`src/design/scv_pkg.sv`:
```
package scv_pkg;

  localparam int DISP_SLOTS   = 16;
  localparam int HIST_COLS    = DISP_SLOTS - 1;
  localparam int MAX_CHANNELS = 256;
  localparam int HIST_DEPTH   = HIST_COLS * MAX_CHANNELS;
  localparam int HIST_AW      = 12;
  localparam int SUM_W        = 40;
  localparam int DISP_W       = 4;

  localparam logic [1:0] REG_DISPARITY_COUNT    = 2'd0;
  localparam logic [1:0] REG_CHANNELS_PER_GROUP = 2'd1;

  typedef enum logic [2:0] {
    ST_IDLE,
    ST_ACC,
    ST_DRAIN,
    ST_RD,
    ST_START,
    ST_DIV,
    ST_OUT
  } state_t;

  // column modulo the ring length (16 is 1 mod 15, so sum the nibbles)
  function automatic logic [3:0] col_mod15(input logic [9:0] col);
    logic [5:0] s;
    begin
      s = 6'(col[9:8]) + 6'(col[7:4]) + 6'(col[3:0]);
      if (s >= 6'd30) begin
        s = s - 6'd30;
      end else if (s >= 6'd15) begin
        s = s - 6'd15;
      end
      col_mod15 = s[3:0];
    end
  endfunction

endpackage

```
`src/design/scv_div.sv`:
```
module scv_div (
  input  logic                             clk,
  input  logic                             rst,
  input  logic                             start,
  input  logic signed [scv_pkg::SUM_W-1:0] dividend,
  input  logic        [8:0]                divisor,
  output logic                             done,
  output logic signed [scv_pkg::SUM_W-1:0] quotient
);
  import scv_pkg::*;

  logic             busy;
  logic [5:0]       cnt;
  logic [8:0]       rem;
  logic [SUM_W-1:0] mag;
  logic             neg;
  logic [9:0]       trial;

  assign trial    = {rem, mag[SUM_W-1]};
  assign quotient = neg ? -$signed(mag) : $signed(mag);

  // control: one quotient bit per cycle
  always_ff @(posedge clk) begin
    if (rst) begin
      busy <= 1'b0;
      done <= 1'b0;
      cnt  <= '0;
    end else begin
      done <= busy && (cnt == 6'(SUM_W - 1));
      if (start) begin
        busy <= 1'b1;
        cnt  <= '0;
      end else if (busy) begin
        cnt <= cnt + 6'd1;
        if (cnt == 6'(SUM_W - 1)) begin
          busy <= 1'b0;
        end
      end
    end
  end

  // restoring divide on the magnitude
  always_ff @(posedge clk) begin
    if (start) begin
      neg <= dividend[SUM_W-1];
      mag <= dividend[SUM_W-1] ? SUM_W'(-dividend) : SUM_W'(dividend);
      rem <= '0;
    end else if (busy) begin
      if (trial >= {1'b0, divisor}) begin
        rem <= 9'(trial - {1'b0, divisor});
        mag <= {mag[SUM_W-2:0], 1'b1};
      end else begin
        rem <= trial[8:0];
        mag <= {mag[SUM_W-2:0], 1'b0};
      end
    end
  end

endmodule

```
`config.mk`:
```
export PLATFORM = sky130hd
export DESIGN_NAME = scv_div
export DESIGN_NICKNAME = d
export VERILOG_FILES = /design/src/design/scv_pkg.sv /design/src/design/scv_div.sv
export SDC_FILE = /design/constraint.sdc
export NUM_CORES = 1
export LEC_CHECK = 0
export BUFFER_PORTS_ARGS = -buffer_cell sky130_fd_sc_hd__buf_4
export CAP_MARGIN = 20
export CORE_MARGIN = 4
export CORE_UTILIZATION = 50
export CTS_CLUSTER_DIAMETER = 100
export DETAILED_ROUTE_END_ITERATION = 10
export GPL_TIMING_DRIVEN = 0
export PLACE_DENSITY = 0.73
export SYNTH_ARGS = -nofsm -noshare
export SYNTH_HDL_FRONTEND = slang
export SYNTH_SLANG_ARGS = --single-unit
```
`constraint.sdc`:
```
create_clock -name clk -period 4.5 [get_ports clk]
set_input_delay 0.9 -clock clk [delete_from_list [all_inputs] [get_ports clk]]
set_output_delay 0.9 -clock clk [all_outputs]
set_load 0.01 [all_outputs]
```
Word level (Yosys, flattened, before mapping):

Cells that the tools add are included.

* add/subtract/negate cells: 4
* multiply operators: 0
* divide/modulo/power cells: 0
* magnitude comparators: 1
* eq/ne operators: 1
* shift operators: 0
* mux-type cells: 9
* bitwise operators: 0
* reductions and logical operators: 3

Operators by type and width (count)
* two-way mux 40 bit: 4
* negation 40 bit: 2
* >= comparator 10 x 9 -> 1 bit: 1
* two-way mux 9 bit: 1
* subtractor 9 bit: 1
* adder 6 x 1 -> 6 bit, second input constant: 1
* == test 6 bit, second input constant: 1
* two-way mux 1 bit: 4
* nonzero test 2 bit: 1
* OR reduction 2 bit: 1
* logical AND 1 bit: 1

* register bits after elaboration: 58
* latch bits: 0
* bits in writable memories: 0
* memory bits (read-only): 0
* bits of input ports: 52
* output and inout port bits: 41
* word-level logic and storage cells: 24
* memories: 0

Logic depth before layout (Yosys ltp):

* depth in word-level cells: 4
* mapped depth: 9
* depth with buffers taken out: 9

Worst setup path before layout:

No wires, ideal clock.

* kind: flip-flop to output port
* start: register mag[31]
* end: output port quotient[39] in the netlist's numbering
* data arrival time: 2.230 ns
* required time: 3.600 ns
* slack: 1.370 ns
* cell stages (with the launch flop): 6
* path buffers: 0
* cells stage by stage: edfxtp_1 or4_1 or3_1 or3b_2 o31ai_1 xnor2_1

* word-level cells in the longest chain between the ends: 2

RTL lines
* start: declaration: RTL line scv_div.sv:15 `logic [SUM_W-1:0] mag;`
* start signal: assignment: RTL line scv_div.sv:46 `mag <= dividend[SUM_W-1] ? SUM_W'(-dividend) : SUM_W'(dividend);`
* start signal: assignment: RTL line scv_div.sv:51 `mag <= {mag[SUM_W-2:0], 1'b1};`
* start signal: assignment: RTL line scv_div.sv:54 `mag <= {mag[SUM_W-2:0], 1'b0};`
* negation 40 bit: RTL line scv_div.sv:20 `assign quotient = neg ? -$signed(mag) : $signed(mag);`
* two-way mux 40 bit: RTL line scv_div.sv:20
* end: declaration: RTL line scv_div.sv:8 `output logic signed [scv_pkg::SUM_W-1:0] quotient`

No other way between the ends.

Worst setup path in the final report:

* start: register mag[12]
* end: output port quotient[36] in the netlist's numbering

Same word-level chain as after synthesis.

==> results.md <==
* Status: finished clean
* Yosys cell types at 58
* Worst Path Required at 3600 ps
* Worst-Margin Slew at 952.0 ps
* Post-synth EDFFs at 41
* Post_cts resized at 0
* Die Span Y at 104.8 µm
* Synth Warn # at 0
* CP bufs+invs at 1
* Vias in the first global route at 4,618
* Asr flop ratio synth at 0%
* Hold Path Class: reg -> reg
* Root Driver: clkbuf_8
* Sw frac at 32.43%
* Clk buf depth at 2
* Nets at 714
* Seq/Total Area, Yosys at 33.56%
* Crit-path max cell delay at 620 ps
* Crit path depth at 6
* Worst Reg2Reg Path Length in Cells at 9
* Crit path max fanout at 7
* Syn-to-layout area delta at 22.42%
* Post-CTS setup buffer count at 0
* Drt first-iter violations at 342
* Inst Count DP at 749
* Number of inserted diodes at 0
* Final WL at 13,960 µm
* Max frequency at 0.2459 GHz
* Wirelength per Cell at 18.25 µm
* Area of the multi-input gates at 2907 µm²
* # rows at 35
* DRC at 0
* R2R Setup Slk at 1190 ps
* Crit path cell chain: or4_1 -> nor4_2 -> nand4_1 -> o41ai_1 -> xnor2_1 -> buf_4
* Util after Layout at 62.34%
* Placed inst area at 5515 µm²
* Tot GR Track Use at 25.10%
* Minimum clock period at 4067 ps
* CTS clk-pin slew, worst paths at 70 ps
* FF+latch count, synth at 58
* Post-route setup TNS at 0 ps
* CP startpoint: mag[12]$_DFFE_PP_
* Syn Nets at 611
* R2r endpoint: rem[6]$_SDFFE_PP0P_
* Share of layout cells above drive strength 1 at 19.57%
* Crit end category: output pin
* Fill count at 820
* Mapped Cells at 546
* Critical path capture point: quotient[36]
* Sequential Power Share at 39.3%
* Pint at 1207 µW
* Final HPWL DP at 10,610 µm
* Clock power share at 30.0%
* Port bufs at 92
* Layout Cells excl Fill at 765
* Worst skew pair latency at 350 ps
* Period Utilization, post-route at 90.39%
* Final hold violation count at 0
* Post-DR vias/cell at 6.250
* RSZ-0062 raised after global routing: no
* Power per cell area at 311.6 nW/µm²
* TritonCTS clock tree: built
* H-tree Lvls at 3
* CTS Hold Bufs at 0
* RR Startpoint: mag[39]$_DFFE_PP_
* CTS Buf Count at 9
* Synth Flop Type: edfxtp_1
* ANT nets after route at 0
* Vias at 4,781
* Switching power of the nets at 579.4 µW
* Core area at 9196 µm²
* CP max-delay cell: or4_1
* Max Cap Violations at 0
* Clock Skew at 9.822 ps
* Worst setup SP type: register
* Initial antenna violation count at 0
* Worst VDD drop at 239.7 µV
* Syn Area/Cell at 8.577 µm²
* Slew margin rel. at 36.31%
* Die Area at 10,980 µm²
* Setup violators final at 0
* Initial Util at 50.93%
* Syn Std Cell Area at 4683 µm²
* Leakage Power at 0.002147 µW
* Gpl congestion at 0.9159
* Clock sinks at 58
* Chip width at 104.8 µm
* Router iterations before antenna repair at 6
* Num ports at 93
* WP data arrival at 3170 ps
* Largest net degree at the start of global routing at 41
* Crit-path leading delay family: simple AND/OR/NAND/NOR gates
* Register area at 1572 µm²
* Post-Layout Inst Area at 5733 µm²
* Grt total ovfl at 0
* Slew Limit Fails at 0
* Pwr Total at 1787 µW
* Setup CP Type: reg -> out
* Logic pwr share at 30.7%
* First-pass GRT wire length at 22,450 µm
[placed cells by master, fill, tap and decap left out, drive strengths merged, types with 17 or more instances in the layout]
cell	instances
buf	99
clkbuf	33
inv	20
xnor2	45
a21oi	42
o21ai	28
xor2	31
dfxtp	17
nand2	35
nand3	17
o41ai	21
o31ai	24
nor2	60
edfxtp	41
[state kept, by name (all words and copies together), names as in the netlist]
name	cells
mag	40
cnt	6
done	1
rem	9
neg	1
busy	1
[metrics by stage]
stage | setup WS (ps) | hold slack [ps]
after floorplan | 1370 | 458.8
after global placement | 898.9 | 473.7
after detailed placement | 805.1 | 494.3
after CTS | 431.5 | 504.0
after global routing | 260.4 | 541.5
final | 432.6 | 506.1
[kinds of logic (layout without fill, tap and decap cells)]
logic type | Yosys count | after routing | synth area share [%]
DFF | 58 | 58 | 33.56
buffers and inverters | 52 | 160 | 4.435
adders and majority gates | 13 | 13 | 3.633
AOI/OAI and AO/OA | 152 | 152 | 22.34
and+or+nand+nor | 191 | 191 | 20.95
muxes | 4 | 4 | 0.8817
xor gates and xnor gates | 76 | 76 | 14.21
[worst min-delay path: cells and delay by family, from the launching register on]
kind | cells | cell delay, ps
AOI/OAI and AO/OA | 2 | 140
DFF | 1 | 320
[area by class of cell]
class / count / area share, %
Buffer: 31 / 2.248
Clock inverter: 7 / 1.637
Tap cell: 111 / 2.423
Multi-Input combinational cell: 436 / 50.70
Inverter: 21 / 1.375
Timing Repair Buffer: 92 / 12.05
Sequential cell: 58 / 27.41
Clock buffer: 9 / 2.161
[worst min-delay path by stage]
stage                          endpoint  cells past startpoint           startpoint  slack (ps)
finish              cnt[5]$_SDFFE_PP0P_                      2  cnt[5]$_SDFFE_PP0P_         510
detailed placement  cnt[5]$_SDFFE_PP0P_                      2  cnt[5]$_SDFFE_PP0P_         490
global route        rem[1]$_SDFFE_PP0P_                      2  rem[1]$_SDFFE_PP0P_         540
floorplan           cnt[5]$_SDFFE_PP0P_                      2  cnt[5]$_SDFFE_PP0P_         460
CTS                 cnt[5]$_SDFFE_PP0P_                      2  cnt[5]$_SDFFE_PP0P_         500
global placement    cnt[5]$_SDFFE_PP0P_                      2  cnt[5]$_SDFFE_PP0P_         470
[routing by layer]
layer / vias up / share of wire, % / GRT usage (%) / wire (µm)
li1: 2266 / - / - / -
met1: 2232 / 41 / 32.28 / 5751
met2: 250 / 47 / 41.57 / 6605
met3: 33 / 9.0 / 4.880 / 1259
met4: 0 / 2.5 / 9.747 / 344
met5: - / 0 / 0 / 0
[Yosys cell counts, types with 12 or more instances]
cell	count	area [µm²]
a21oi_1	42	210.2
clkbuf_1	24	90.09
dfxtp_1	17	340.3
edfxtp_1	41	1231
ha_1	12	150.1
inv_1	20	75.07
nand2_1	35	131.4
nand3_1	17	85.08
nor2_1	60	225.2
nor3_1	12	60.06
o21ai_0	27	135.1
o31ai_1	24	180.2
o41ai_1	18	157.7
xnor2_1	45	394.1
xor2_1	31	271.5
[power by group through the flow]
stage,clock [µW],sequential [µW],combinational (µW)
after global placement,0,709,533
after floorplan,0,693,318
after detailed placement,0,711,544
final,536,702,549
after CTS,541,699,547
after global routing,562,710,600
Note: power is estimated with default switching activity, not from simulation.
